File: config.mk
export PLATFORM = sky130hd
export DESIGN_NAME = fifo_slot_pool_allocator
export DESIGN_NICKNAME = d
export VERILOG_FILES = /design/src/rtl/fspa_pkg.sv /design/src/rtl/fspa_queue_cell.sv /design/src/rtl/fspa_slot_cell.sv /design/src/rtl/fifo_slot_pool_allocator.sv
export SDC_FILE = /design/constraint.sdc
export NUM_CORES = 1
export LEC_CHECK = 0
export ABC_AREA = 1
export BUFFER_PORTS_ARGS = -buffer_cell sky130_fd_sc_hd__buf_2
export CORE_MARGIN = 2
export CORE_UTILIZATION = 55
export DETAILED_ROUTE_END_ITERATION = 16
export HOLD_SLACK_MARGIN = 0.15
export PLACE_DENSITY = 0.74
export SETUP_SLACK_MARGIN = 0.1
export SYNTH_ARGS = -nofsm -noshare
export SYNTH_HDL_FRONTEND = slang
export SYNTH_SLANG_ARGS = --single-unit
File: constraint.sdc
create_clock -name clk -period 4.3 [get_ports clk]
set_input_delay 0.86 -clock clk [delete_from_list [all_inputs] [get_ports clk]]
set_output_delay 0.86 -clock clk [all_outputs]
set_load 0.02 [all_outputs]
File: src/rtl/fspa_pkg.sv
// Shared types and constants for the FIFO slot pool allocator.
package fspa_pkg;

	localparam int NUM_SLOTS_DEF   = 4;
	localparam int QUEUE_DEPTH_DEF = 16;
	localparam int ID_BITS_DEF     = 8;

	localparam int             CFG_W     = 3;
	localparam logic [CFG_W-1:0] CFG_RESET = 3'd4;

	typedef enum logic [1:0] {
		FUNC_REQUEST = 2'd0,
		FUNC_CANCEL  = 2'd1,
		FUNC_DEATH   = 2'd2,
		FUNC_UNUSED  = 2'd3
	} func_t;

	typedef enum logic {
		ST_IDLE,
		ST_GRANT
	} state_t;

	typedef struct packed {
		logic occupied;
		logic wr;
		logic shift;
	} qcell_ctrl_t;

	typedef struct packed {
		logic en;
		logic free_chk;
		logic grant;
	} scell_ctrl_t;

endpackage

File: src/rtl/fspa_queue_cell.sv
// One entry of the waiting queue: holds an id, compares it, takes its neighbour's id on a shift.
module fspa_queue_cell #(
	parameter int ID_BITS = fspa_pkg::ID_BITS_DEF
) (
	input  logic                  clk,
	input  fspa_pkg::qcell_ctrl_t ctrl,
	input  logic [ID_BITS-1:0]    wr_id,
	input  logic [ID_BITS-1:0]    next_id,
	input  logic [ID_BITS-1:0]    cmp_id,
	output logic [ID_BITS-1:0]    id,
	output logic                  match
);

	logic [ID_BITS-1:0] id_q;

	always_ff @(posedge clk) begin
		if (ctrl.wr) begin
			id_q <= wr_id;
		end else if (ctrl.shift) begin
			id_q <= next_id;
		end
	end

	assign id    = id_q;
	assign match = ctrl.occupied && (id_q == cmp_id);

endmodule

File: src/rtl/fspa_slot_cell.sv
// One decoder slot: busy flag and owner id, freed on an owner match, loaded on a grant.
module fspa_slot_cell #(
	parameter int ID_BITS = fspa_pkg::ID_BITS_DEF
) (
	input  logic                  clk,
	input  logic                  arst_n,
	input  fspa_pkg::scell_ctrl_t ctrl,
	input  logic [ID_BITS-1:0]    cmp_id,
	input  logic [ID_BITS-1:0]    grant_id,
	output logic                  avail
);

	logic               busy_q;
	logic [ID_BITS-1:0] owner_q;
	logic               free_hit;

	assign free_hit = ctrl.free_chk && ctrl.en && busy_q && (owner_q == cmp_id);

	always_ff @(posedge clk or negedge arst_n) begin
		if (!arst_n) begin
			busy_q <= 1'b0;
		end else if (ctrl.grant) begin
			busy_q <= 1'b1;
		end else if (free_hit) begin
			busy_q <= 1'b0;
		end
	end

	always_ff @(posedge clk) begin
		if (ctrl.grant) begin
			owner_q <= grant_id;
		end
	end

	assign avail = ctrl.en && !busy_q;

endmodule

File: src/rtl/fifo_slot_pool_allocator.sv
// Top level of the FIFO slot pool allocator: queue cell row, slot cell row and sequencing.
//
//  channel | direction | handshake          | payload
//  in      | input     | in_valid/in_stall   | func, client_id, wants_video_decoder
//  out     | output    | out_valid/out_stall | granted, granted_client, granted_slot,
//          |           |                     | request_dropped, waiting_count
//  cfg     | input     | cfg_we              | cfg_wdata (slots_in_use)
//
// Per item, the transfer in ST_IDLE applies the append or removal across the queue
// cell row, then ST_GRANT makes the grant attempt over the slot cells and loads the
// output register. The grant state waits while a held result is stalled.
// Reset is asynchronous; slots come out free, the queue empty, slots_in_use at four.
module fifo_slot_pool_allocator #(
	parameter int NUM_SLOTS   = fspa_pkg::NUM_SLOTS_DEF,
	parameter int QUEUE_DEPTH = fspa_pkg::QUEUE_DEPTH_DEF,
	parameter int ID_BITS     = fspa_pkg::ID_BITS_DEF,
	localparam int SLOT_W     = (NUM_SLOTS > 1) ? $clog2(NUM_SLOTS) : 1,
	localparam int CNT_W      = $clog2(QUEUE_DEPTH + 1)
) (
	input  logic                       clk,
	input  logic                       arst_n,
	input  logic                       cfg_we,
	input  logic [fspa_pkg::CFG_W-1:0] cfg_wdata,
	input  logic                       in_valid,
	output logic                       in_stall,
	input  logic [1:0]                 func,
	input  logic [ID_BITS-1:0]         client_id,
	input  logic                       wants_video_decoder,
	output logic                       out_valid,
	input  logic                       out_stall,
	output logic                       granted,
	output logic [ID_BITS-1:0]         granted_client,
	output logic [SLOT_W-1:0]          granted_slot,
	output logic                       request_dropped,
	output logic [CNT_W-1:0]           waiting_count
);

	logic [fspa_pkg::CFG_W-1:0] cfg_q;
	fspa_pkg::state_t           state_q, state_d;
	logic [CNT_W-1:0]           count_q;
	logic                       attempt_q;
	logic                       dropped_q;

	logic                       out_valid_q;
	logic                       granted_q;
	logic [ID_BITS-1:0]         granted_client_q;
	logic [SLOT_W-1:0]          granted_slot_q;
	logic                       request_dropped_q;
	logic [CNT_W-1:0]           waiting_count_q;

	logic in_xfer;
	logic is_append;
	logic is_remove;
	logic append_ok;
	logic do_attempt;
	logic grant_step;
	logic do_grant;
	logic any_match;
	logic found;
	logic [SLOT_W-1:0] pick;

	logic [QUEUE_DEPTH-1:0] match;
	logic [QUEUE_DEPTH-1:0] prefix;
	logic [ID_BITS-1:0]     qid [QUEUE_DEPTH];
	logic [NUM_SLOTS-1:0]   avail;

	fspa_pkg::func_t func_op;

	assign func_op    = fspa_pkg::func_t'(func);
	assign in_stall   = (state_q != fspa_pkg::ST_IDLE);
	assign in_xfer    = in_valid && !in_stall;
	assign is_append  = (func_op == fspa_pkg::FUNC_REQUEST) && wants_video_decoder;
	assign is_remove  = (func_op == fspa_pkg::FUNC_CANCEL) || (func_op == fspa_pkg::FUNC_DEATH);
	assign append_ok  = (count_q < CNT_W'(QUEUE_DEPTH));
	assign do_attempt = is_append || (func_op == fspa_pkg::FUNC_CANCEL);
	assign any_match  = prefix[QUEUE_DEPTH-1];

	assign grant_step = (state_q == fspa_pkg::ST_GRANT) && (!out_valid_q || !out_stall);
	assign do_grant   = grant_step && attempt_q && (count_q != '0) && found;

	// queue cell row
	for (genvar i = 0; i < QUEUE_DEPTH; i++) begin : g_q
		fspa_pkg::qcell_ctrl_t qc;
		logic [ID_BITS-1:0]    nxt;

		assign prefix[i] = |match[i:0];

		always_comb begin
			qc.occupied = (CNT_W'(i) < count_q);
			qc.wr       = in_xfer && is_append && append_ok && (count_q == CNT_W'(i));
			qc.shift    = (in_xfer && is_remove && prefix[i]) || do_grant;
		end

		if (i == QUEUE_DEPTH - 1) begin : g_last
			assign nxt = '0;
		end else begin : g_mid
			assign nxt = qid[i+1];
		end

		fspa_queue_cell #(
			.ID_BITS(ID_BITS)
		) u_cell (
			.clk    (clk),
			.ctrl   (qc),
			.wr_id  (client_id),
			.next_id(nxt),
			.cmp_id (client_id),
			.id     (qid[i]),
			.match  (match[i])
		);
	end

	// slot cell row
	for (genvar j = 0; j < NUM_SLOTS; j++) begin : g_s
		fspa_pkg::scell_ctrl_t sc;

		always_comb begin
			sc.en       = (j < int'(cfg_q));
			sc.free_chk = in_xfer && is_remove;
			sc.grant    = do_grant && (pick == SLOT_W'(j));
		end

		fspa_slot_cell #(
			.ID_BITS(ID_BITS)
		) u_slot (
			.clk     (clk),
			.arst_n  (arst_n),
			.ctrl    (sc),
			.cmp_id  (client_id),
			.grant_id(qid[0]),
			.avail   (avail[j])
		);
	end

	// highest-index free slot
	always_comb begin
		found = 1'b0;
		pick  = '0;
		for (int j = 0; j < NUM_SLOTS; j++) begin
			if (avail[j]) begin
				found = 1'b1;
				pick  = SLOT_W'(j);
			end
		end
	end

	always_comb begin
		state_d = state_q;
		unique case (state_q)
			fspa_pkg::ST_IDLE: begin
				if (in_xfer) begin
					state_d = fspa_pkg::ST_GRANT;
				end
			end
			fspa_pkg::ST_GRANT: begin
				if (grant_step) begin
					state_d = fspa_pkg::ST_IDLE;
				end
			end
			default: state_d = fspa_pkg::ST_IDLE;
		endcase
	end

	always_ff @(posedge clk or negedge arst_n) begin
		if (!arst_n) begin
			state_q <= fspa_pkg::ST_IDLE;
		end else begin
			state_q <= state_d;
		end
	end

	always_ff @(posedge clk or negedge arst_n) begin
		if (!arst_n) begin
			cfg_q <= fspa_pkg::CFG_RESET;
		end else if (cfg_we) begin
			cfg_q <= cfg_wdata;
		end
	end

	always_ff @(posedge clk or negedge arst_n) begin
		if (!arst_n) begin
			count_q <= '0;
		end else if (in_xfer) begin
			if (is_append && append_ok) begin
				count_q <= count_q + CNT_W'(1);
			end else if (is_remove && any_match) begin
				count_q <= count_q - CNT_W'(1);
			end
		end else if (do_grant) begin
			count_q <= count_q - CNT_W'(1);
		end
	end

	always_ff @(posedge clk) begin
		if (in_xfer) begin
			attempt_q <= do_attempt;
			dropped_q <= is_append && !append_ok;
		end
	end

	always_ff @(posedge clk or negedge arst_n) begin
		if (!arst_n) begin
			out_valid_q <= 1'b0;
		end else if (grant_step) begin
			out_valid_q <= 1'b1;
		end else if (!out_stall) begin
			out_valid_q <= 1'b0;
		end
	end

	always_ff @(posedge clk) begin
		if (grant_step) begin
			granted_q         <= do_grant;
			granted_client_q  <= do_grant ? qid[0] : '0;
			granted_slot_q    <= do_grant ? pick : '0;
			request_dropped_q <= dropped_q;
			waiting_count_q   <= do_grant ? (count_q - CNT_W'(1)) : count_q;
		end
	end

	assign out_valid       = out_valid_q;
	assign granted         = granted_q;
	assign granted_client  = granted_client_q;
	assign granted_slot    = granted_slot_q;
	assign request_dropped = request_dropped_q;
	assign waiting_count   = waiting_count_q;

endmodule

==> results by group, run 1 <==
Timing
  • Min setup slack post-route: 1150 ps
  • Fmax: 317 MHz
  • Share of the clock period used by the worst path: 73.3%
  • Final Setup Violations: 0
  • Worst Tran Pin Value: 825 ps
  • Clock skew: 9.84 ps
  • RSZ-0062 raised after global routing: false
  • WHS: 309 ps
  • Setup tns final: 0 ps
  • Max Slew Vio Count: 0
  • Worst rel slew slack: 44.8%
  • Minimum clock period after layout: 3150 ps
  • Hold Vio Cnt, Final: 0

Place
  • Post-DP HPWL: 18.0 mm
  • Port Buf Inserts: 37
  • Final GP Congestion: 0.918
  • Dpl ws: 853 ps

Clock network
  • # hold bufs at CTS: 0
  • Post_cts resized: 0
  • Setup bufs post-CTS: 0
  • H-tree depth: 4
  • CTS Buf Count: 17
  • TritonCTS clock tree: done
  • CTS sink cnt: 193
  • Clk pin slew, worst setup/hold paths: 80 ps
  • Later-pin clock latency in the skew report: 440 ps
  • Clk buf depth: 2
  • Clock root cell: clkbuf_16

Pwr
  • Leakage power: 5.00 nW
  • Clk pwr share: 29.8%
  • Pwr/cell area: 454 mW/mm²
  • NetSw: 1.81 mW
  • Int Pwr: 3.50 mW
  • PnR Total Power: 5.31 mW
  • Sequential share of power: 47.5%
  • Peak VDD IR: 0.315 mV
  • Logic pwr share: 22.7%
  • Switch share: 34.1%

Routing
  • WL met2: 11.8 mm
  • Vias per inst: 5.50
  • DR pass1 iterations: 5
  • Post-DRT Antenna Nets: 0
  • Met3 routed WL: 2.41 mm
  • M1 wire length: 11.5 mm
  • Total number of vias: 8,290
  • Routed Wire Length: 26.3 mm
  • Average wire per standard cell: 17.4 µm
  • Initial DRC Count: 900
  • Uppermost layer routed: met4
  • DR DRC count: 0

Worst setup path
  • Crit path max fanout: 29
  • Critical Setup Path Class: flop to flop
  • Crit path required time: 4370 ps
  • Arr. time, crit path: 3230 ps
  • Startpoint Class: flop
  • Reg-to-Reg Start: count_q[2]
  • Worst Setup SP: count_q[2]
  • Worst Setup End Kind: flop

Die
  • Core Region: 0.0195 mm²
  • Std cell rows: 51
  • Ports: 38
  • Initial core utilization: 55.9%
  • Die X: 145 µm
  • Vert. Die Dim: 145 µm
  • Die area: 0.0209 mm²

Synthesis
  • Proportion of synthesized area in mux cells: 0.103%
  • Compound-Gate Fraction of Synth Area: 8.31%
  • Synthesized area: 0.0109 mm²
  • Mapped Cells: 1,216
  • Yosys cell types: 46
  • Post-synth EDFFs: 179
  • Synth Area in Adders: 0.805%
  • Seq/Total Area, Yosys: 52.6%
  • XOR/XNOR share of the synthesized area: 7.32%
  • Largest family of logic cells by synthesized area: simple AND/OR/NAND/NOR gates
  • Warnings, synthesis: 0
  • Synth Area in Simple Gates: 23.5%
  • Syn avg cell area: 8.95 µm²
  • Async SR Flop Fraction: 7.25%
  • Top_reg_cell synth: edfxtp_1
  • #FFs+latches synth: 193
  • Post-Syn Nets: 1,242

Final layout
  • Layout area overhead: 7.42%
  • FILL cells: 1,614
  • Layout cells sized above 1: 11.8%
  • Nets: 1,256
  • # diodes: 0

Global routing
  • Largest net degree at the start of global routing: 33
  • Global-route wire length before repair: 40.5 mm
  • GRT Overall Usage: 25.9%
  • Number of global-route vias before repair: 7,499
  • Total grt overflow: 0
  • Antenna violations before repair: 0

Status
  • Status: complete, no violations

Worst hold path
  • Hold Crit Class: input pin to asynchronous set/reset pin

Job
  • MaxCap Viol Count: 0
==> cell usage after synthesis (13+ instances only) <==
| master | count | share of area [%] |
|---|---|---|
| dfrtp_1 | 13 | 3.0 |
| clkbuf_1 | 28 | 0.97 |
| edfxtp_1 | 179 | 49 |
| nand3_1 | 46 | 2.1 |
| nand2_1 | 381 | 13 |
| buf_6 | 18 | 1.9 |
| xor2_1 | 52 | 4.2 |
| xnor2_1 | 39 | 3.1 |
| nor2_1 | 106 | 3.7 |
| inv_1 | 78 | 2.7 |
| nor2_2 | 13 | 0.75 |
| o21ai_0 | 135 | 6.2 |
| nand4_1 | 17 | 0.98 |
| inv_2 | 15 | 0.52 |
==> critical path, stage by stage (launching register included) <==
cell and delay, ps:
dfrtp_1 610, inv_1 260, nand2_4 170, clkinv_2 110
nand2_1 140, nand3_2 100, inv_2 50, nand2_1 40
buf_4 250, inv_2 250, nand2_1 140, nor2_1 650
==> layout by cell type (no fill, tap or decap), drive strengths merged <==
master,instances
nand2,390
edfxtp,179
o21ai,147
nor2,129
inv,102
buf,54
xor2,52
nand3,48
xnor2,39
clkbuf,18
nand4,17
dfrtp,13
ha,7
clkinv,7
o2111ai,6
a21oi,6
or2,6
nor3,4
nor4,3
o211ai,3
nand3b,2
o22ai,2
nor3b,1
a21boi,1
mux2,1
a211oi,1
a221oi,1
o221a,1
a2111oi,1
dfstp,1
clkinvlp,1
==> metal layers <==
layer / global-route usage (%) / up-vias
met5: 0 / -
met2: 40.1 / 360
met1: 36.2 / 3859
met3: 6.88 / 41
met4: 7.61 / 0
li1: - / 4030
==> power by group through the flow <==
stage	registers (mW)	logic, mW	clock network, mW
floorplan	2.52	0.925	0
global placement	2.55	1.16	0
detailed placement	2.55	1.19	0
CTS	2.51	1.20	1.58
global route	2.54	1.35	1.64
finish	2.52	1.21	1.58
==> worst paths after layout <==
path	end	depth (start not counted)	slack, ps
worst max-delay path	g_s[0].u_slot.owner_q[5]	11	1150
worst min-delay path	cfg_q[1]	1	310
worst max register to register	g_s[0].u_slot.owner_q[5]	11	1150
worst min register to register	request_dropped	0	440
max in group asynchronous	cfg_q[2]	1	3690
min in group clk	request_dropped	0	440
==> through the flow <==
stage                     std cells  utilization (%)  area [µm²]
after global routing           1508             60.1       11700
after floorplan                1216                -       10900
final                          1508             60.1       11700
after global placement         1476             57.0       11100
after CTS                      1508             60.1       11700
after detailed placement       1476             57.0       11100
==> layout make-up <==
class                   instances  area, µm²  share of cell area, %
multi-input cells             868       4370                   37.3
repair buffers                 54        313                   2.67
well taps                     265        332                   2.84
clock buffers                  18        429                   3.67
clock inverters                14        164                   1.40
inverters                      96        364                   3.11
flip-flops and latches        193       5730                   49.0
==> sequential cells by signal, summed over array words and instances, names as in the netlist <==
register / cells
attempt_q: 1
cfg_q: 3
count_q: 5
dropped_q: 1
g_q.u_cell.id: 128
g_s.u_slot.busy_q: 4
g_s.u_slot.owner_q: 32
granted: 1
granted_client: 8
granted_slot: 2
in_stall: 1
out_valid: 1
request_dropped: 1
waiting_count: 5
==> cells by family after synthesis <==
kind of cell	Yosys count
muxes	1
buffers and inverters	155
and+or+nand+nor	600
xor gates and xnor gates	91
DFF	193
adders and majority gates	7
AOI/OAI and AO/OA	169
No activity file was read; power rests on OpenSTA's default activity.
==> run 2: changes to the inputs <==
--- a/config.mk
+++ b/config.mk
@@ -11,7 +11,7 @@
 export CORE_UTILIZATION = 55
 export DETAILED_ROUTE_END_ITERATION = 16
 export HOLD_SLACK_MARGIN = 0.15
-export PLACE_DENSITY = 0.74
+export PLACE_DENSITY = 0.77
 export SETUP_SLACK_MARGIN = 0.1
 export SYNTH_ARGS = -nofsm -noshare
 export SYNTH_HDL_FRONTEND = slang
==> constraint.sdc (replaced) <==
create_clock -name clk -period 2.55 [get_ports clk]
set_input_delay 0.51 -clock clk [delete_from_list [all_inputs] [get_ports clk]]
set_output_delay 0.51 -clock clk [all_outputs]
set_load 0.02 [all_outputs]
==> results by group, run 2 (synthesis results as in run 1) <==
Worst setup path
  • Setup crit end: g_q[1].u_cell.id[5]
  • Worst Setup SP: count_q[3]
  • Crit path required time: 2640 ps
  • Reg-to-Reg Start: count_q[3]
  • FF-to-FF End: g_q[1].u_cell.id[5]
  • Critical Setup Path Class: flop to flop
  • Arr. time, crit path: 2460 ps
  • R2r worst-path depth: 9
  • Worst Setup End Kind: flop
  • Startpoint Class: flop
  • Reg2reg setup slack: 190 ps
  • Crit path max fanout: 21

Job
  • MaxCap Viol Count: 0

Timing
  • Share of the clock period used by the worst path: 92.7%
  • WHS: 267 ps
  • Hold Vio Cnt, Final: 0
  • Minimum clock period after layout: 2360 ps
  • Fmax: 423 MHz
  • Worst rel slew slack: 64.0%
  • Setup tns final: 0 ps
  • Worst Tran Pin Value: 539 ps
  • Final Setup Violations: 0
  • Clock skew: 13.7 ps
  • Max Slew Vio Count: 0
  • RSZ-0062 raised after global routing: false

Final layout
  • Layout area overhead: 14.1%
  • # diodes: 0
  • FILL cells: 1,492
  • Layout cells sized above 1: 16.1%
  • Layout Cells excl Fill: 1,566
  • Area of the multi-input gates: 0.00440 mm²
  • Register Area: 0.00573 mm²
  • Max reg flops: 128
  • Most frequent cells in the layout: nand2_1 (381), edfxtp_1 (179), o21ai_0 (135)
  • Nets: 1,314
  • Commonest non-fill, non-tap cell in the layout: nand2_1

Pwr
  • Pwr/cell area: 750 mW/mm²
  • Peak VDD IR: 0.576 mV
  • PnR Total Power: 9.31 mW
  • Leakage power: 5.38 nW

Die
  • Std cell rows: 51
  • Core Region: 0.0195 mm²
  • Ports: 38
  • Vert. Die Dim: 145 µm
  • Initial core utilization: 55.9%
  • Die area: 0.0209 mm²
  • Die X: 145 µm

Routing
  • Total number of vias: 8,744
  • DR pass1 iterations: 7
  • DR DRC count: 0
  • Post-DRT Antenna Nets: 0
  • Routed Wire Length: 27.1 mm
  • Vias per inst: 5.58
  • Average wire per standard cell: 17.3 µm
  • Initial DRC Count: 1,098

Global routing
  • Gr busiest metal: met2
  • Grt met3 use: 5.36%
  • Largest net degree at the start of global routing: 26
  • GRT Overall Usage: 27.3%
  • Met1 Use GR: 36.6%
  • Global-route wire length before repair: 43.2 mm
  • Met2 Track Usage GR: 45.2%
  • Number of global-route vias before repair: 8,324
  • Antenna violations before repair: 0
  • Total grt overflow: 0

Place
  • Placed insts: 1,533
  • Post-DP HPWL: 19.5 mm
  • Final GP Congestion: 0.976
  • Port Buf Inserts: 37

Clock network
  • Clk pin slew, worst setup/hold paths: 80 ps
  • TritonCTS clock tree: done
  • CTS sink cnt: 193
  • Clk buf depth: 2
  • Clock root cell: clkbuf_16
  • CTS Buf Count: 17
  • H-tree depth: 4
  • Setup bufs post-CTS: 0
  • Later-pin clock latency in the skew report: 450 ps

Status
  • Status: complete, no violations

Worst hold path
  • Worst hold stages: 3
  • Hold Crit Class: input pin to flop
  • Hold wc startpoint: cfg_wdata[0]
-- run 2: cell types whose count changed in the layout (fill, tap and decap cells not counted), sizes merged --
cell and change:
buf +57, inv +3, clkbuf -1, clkinv -1, clkinvlp -1, dlygate4sd3 +1
-- run 2: worst min-delay path by stage --
stage / end / slack [ps]
floorplan: cfg_q[0] / 210
global placement: request_dropped / 400
detailed placement: request_dropped / 410
CTS: cfg_q[0] / 260
global route: cfg_q[1] / 280
finish: cfg_q[0] / 270
-- run 2: layout make-up --
type | instances | share of cell area, %
flip-flops and latches | 193 | 46.1
multi-input cells | 868 | 35.4
repair buffers | 112 | 7.76
clock buffers | 17 | 3.43
inverters | 96 | 2.93
well taps | 265 | 2.67
clock inverters | 15 | 1.64
-- run 2: power breakdown --
group / switching, mW / internal, mW
combinational: 1.48 / 0.804
clock: 1.42 / 1.37
sequential: 0.303 / 3.94
total: 3.20 / 6.11
-- run 2: what timing repair did --
| item | in CTS | in global routing |
|---|---|---|
| hold buffers | 1 | 0 |
| endpoints found under the hold margin | 13 | 0 |
| resized for setup | 0 | 7 |
| setup endpoints to repair | 0 | 86 |
-- run 2: critical path: stages, from the launching register on --
cell and delay (ps):
dfrtp_2 500, nor2_8 230, nand2_4 110, clkinv_2 120, nand2_1 120, nand3_2 100, inv_2 30, nand2_1 100
buf_4 300, nand3_1 370
-- run 2: layer usage --
metal / wire length [µm] / vias to the layer above
met2: 12700 / 412
met3: 2480 / 50
li1: - / 4151
met4: 586 / 0
met1: 11300 / 4131
met5: 0 / -
-- run 2: per-stage QoR --
stage	utilization (%)	worst slack [ps]	instance area [µm²]
floorplan	-	250	10900
global placement	60.4	71.8	11800
detailed placement	60.4	53.7	11800
CTS	63.7	130	12400
global route	63.8	109	12400
finish	63.8	185	12400
==> run 3: changes to the inputs <==
--- a/config.mk
+++ b/config.mk
@@ -11,7 +11,7 @@
 export CORE_UTILIZATION = 55
 export DETAILED_ROUTE_END_ITERATION = 16
 export HOLD_SLACK_MARGIN = 0.15
-export PLACE_DENSITY = 0.77
+export PLACE_DENSITY = 0.74
 export SETUP_SLACK_MARGIN = 0.1
 export SYNTH_ARGS = -nofsm -noshare
 export SYNTH_HDL_FRONTEND = slang
==> constraint.sdc (replaced) <==
create_clock -name clk -period 2.5 [get_ports clk]
set_input_delay 0.5 -clock clk [delete_from_list [all_inputs] [get_ports clk]]
set_output_delay 0.5 -clock clk [all_outputs]
set_load 0.02 [all_outputs]
==> results by group, run 3 (synthesis results as in run 1) <==
Worst setup path
  • Worst Setup End Kind: flop
  • Buffers and inverters on the worst path: 3
  • Crit path required time: 2660 ps
  • Worst-path cell chain: nor2_8, nand2_4, clkinv_2, nor2_1, nand3_1, nor2_2, nor2_4, nand2_2, o21ai_2, buf_4, o2111ai_1, buf_4
  • Worst path top cell family by delay: simple AND/OR/NAND/NOR gates
  • Crit-path most repeated cell: buf_4
  • Crit path max fanout: 9
  • R2r worst-path depth: 12
  • Critical Setup Path Class: flop to flop
  • Startpoint Class: flop
  • Levels on crit path: 12
  • Arr. time, crit path: 2450 ps
  • Critical path's slowest cell: dfrtp_1
  • Crit-path max cell delay: 560 ps

Routing
  • Routed Wire Length: 27.5 mm
  • Total number of vias: 8,671
  • DR DRC count: 0
  • Post-DRT Antenna Nets: 0
  • DR pass1 iterations: 8
  • Initial DRC Count: 943
  • Vias per inst: 5.49
  • Average wire per standard cell: 17.4 µm

Status
  • Status: complete, no violations

Pwr
  • Leakage power: 5.44 nW
  • Peak VDD IR: 0.582 mV
  • Sequential share of power: 45.3%
  • NetSw: 3.26 mW
  • Clk pwr share: 29.4%
  • Switch share: 34.2%
  • Pwr/cell area: 760 mW/mm²
  • Int Pwr: 6.28 mW
  • Logic pwr share: 25.2%

Timing
  • Max Slew Vio Count: 0
  • RSZ-0062 raised after global routing: false
  • Final Setup Violations: 0
  • Clock skew: 11.3 ps
  • Worst rel slew slack: 65.2%
  • Minimum clock period after layout: 2290 ps
  • Share of the clock period used by the worst path: 91.6%
  • Hold Vio Cnt, Final: 0
  • Fmax: 437 MHz
  • Setup tns final: 0 ps
  • Min setup slack post-route: 210 ps
  • Worst Tran Pin Value: 518 ps

Die
  • Core Region: 0.0195 mm²
  • Die area: 0.0209 mm²
  • Initial core utilization: 55.9%
  • Ports: 38
  • Die X: 145 µm
  • Std cell rows: 51
  • Vert. Die Dim: 145 µm

Final layout
  • Layout cells sized above 1: 16.7%
  • FILL cells: 1,517
  • Nets: 1,327
  • Layout area overhead: 15.3%
  • Most frequent cells in the layout: nand2_1 (381), edfxtp_1 (179), o21ai_0 (135)
  • Commonest non-fill, non-tap cell in the layout: nand2_1
  • Max reg flops: 128
  • # diodes: 0

Place
  • Port Buf Inserts: 37
  • Post-DP HPWL: 19.7 mm
  • Final GP Congestion: 0.974
  • Dpl ws: -38.2 ps

Global routing
  • Largest net degree at the start of global routing: 23
  • Number of global-route vias before repair: 8,278
  • Antenna violations before repair: 0
  • GRT Overall Usage: 27.7%
  • Global-route wire length before repair: 43.1 mm
  • Total grt overflow: 0

Clock network
  • Later-pin clock latency in the skew report: 450 ps
  • CTS Buf Count: 17
  • TritonCTS clock tree: done
  • Clk pin slew, worst setup/hold paths: 80 ps
  • CTS sink cnt: 193
  • H-tree depth: 4
  • Clock root cell: clkbuf_16
  • Clk buf depth: 2

Job
  • MaxCap Viol Count: 0

Worst hold path
  • Worst hold stages: 2
  • Hold Crit Class: input pin to flop
## run 3: changes by cell type in the layout (fill, tap and decap cells not counted), sizes merged
cell    change
buf        +13
inv         -1
clkinv      +1
## run 3: worst reg2reg max path: stages (launching register included)
cell and delay (ps):
dfrtp_1 560, nor2_8 100, nand2_4 110, clkinv_2 110, nor2_1 170, nand3_1 110
nor2_2 140, nor2_4 50, nand2_2 110, o21ai_2 60, buf_4 180, o2111ai_1 100
buf_4 200
## run 3: repair_timing
item,4_1_cts,5_1_grt
hold buffers,1,0
setup endpoints to repair,0,86
hold endpoints to repair,13,0
setup buffers,0,0
gates resized for setup,0,3
## run 3: layer usage
metal  GRT usage [%]  vias up  wire [µm]
met1            36.7     4009      11600
li1                -     4177          -
met4            11.4        0       1020
met3            5.56       82       2320
met5               0        -          0
met2            44.7      403      12600
## run 3: cell type report
| cell class | instances | area, µm² | share of cell area, % |
|---|---|---|---|
| inverter | 96 | 364 | 2.90 |
| sequential | 193 | 5730 | 45.7 |
| clock buffer | 17 | 425 | 3.39 |
| tap | 265 | 332 | 2.64 |
| clock inverter | 15 | 196 | 1.57 |
| timing repair buffer | 125 | 1120 | 8.95 |
| multi-input combinational | 868 | 4380 | 34.9 |
## run 3: final timing paths
kind / start / endpoint / slack (ps)
max: count_q[4] / g_q[9].u_cell.id[7] / 210
min: cfg_we / cfg_q[2] / 280
max reg2reg: count_q[4] / g_q[9].u_cell.id[7] / 210
min reg2reg: dropped_q / request_dropped / 430
max in group asynchronous: arst_n / cfg_q[2] / 1720
min in group asynchronous: arst_n / cfg_q[1] / 490
## run 3: power by group through the flow
| stage | clock [mW] | sequential [mW] | combinational [mW] |
|---|---|---|---|
| global placement | 0 | 4.37 | 2.29 |
| global route | 2.95 | 4.36 | 2.65 |
| detailed placement | 0 | 4.38 | 2.35 |
| floorplan | 0 | 4.33 | 1.59 |
| CTS | 2.82 | 4.31 | 2.37 |
| finish | 2.81 | 4.32 | 2.40 |
## run 3: through the flow
| stage | cells | util, % | cell area (µm²) | total power [mW] | hold WS [ps] |
|---|---|---|---|---|---|
| finish | 1579 | 64.5 | 12500 | 9.53 | 276 |
| global route | 1579 | 64.5 | 12500 | 9.96 | 274 |
| CTS | 1579 | 64.4 | 12500 | 9.50 | 271 |
| detailed placement | 1546 | 61.2 | 11900 | 6.72 | 407 |
| global placement | 1546 | 61.2 | 11900 | 6.66 | 406 |
| floorplan | 1216 | - | 10900 | 5.92 | 204 |
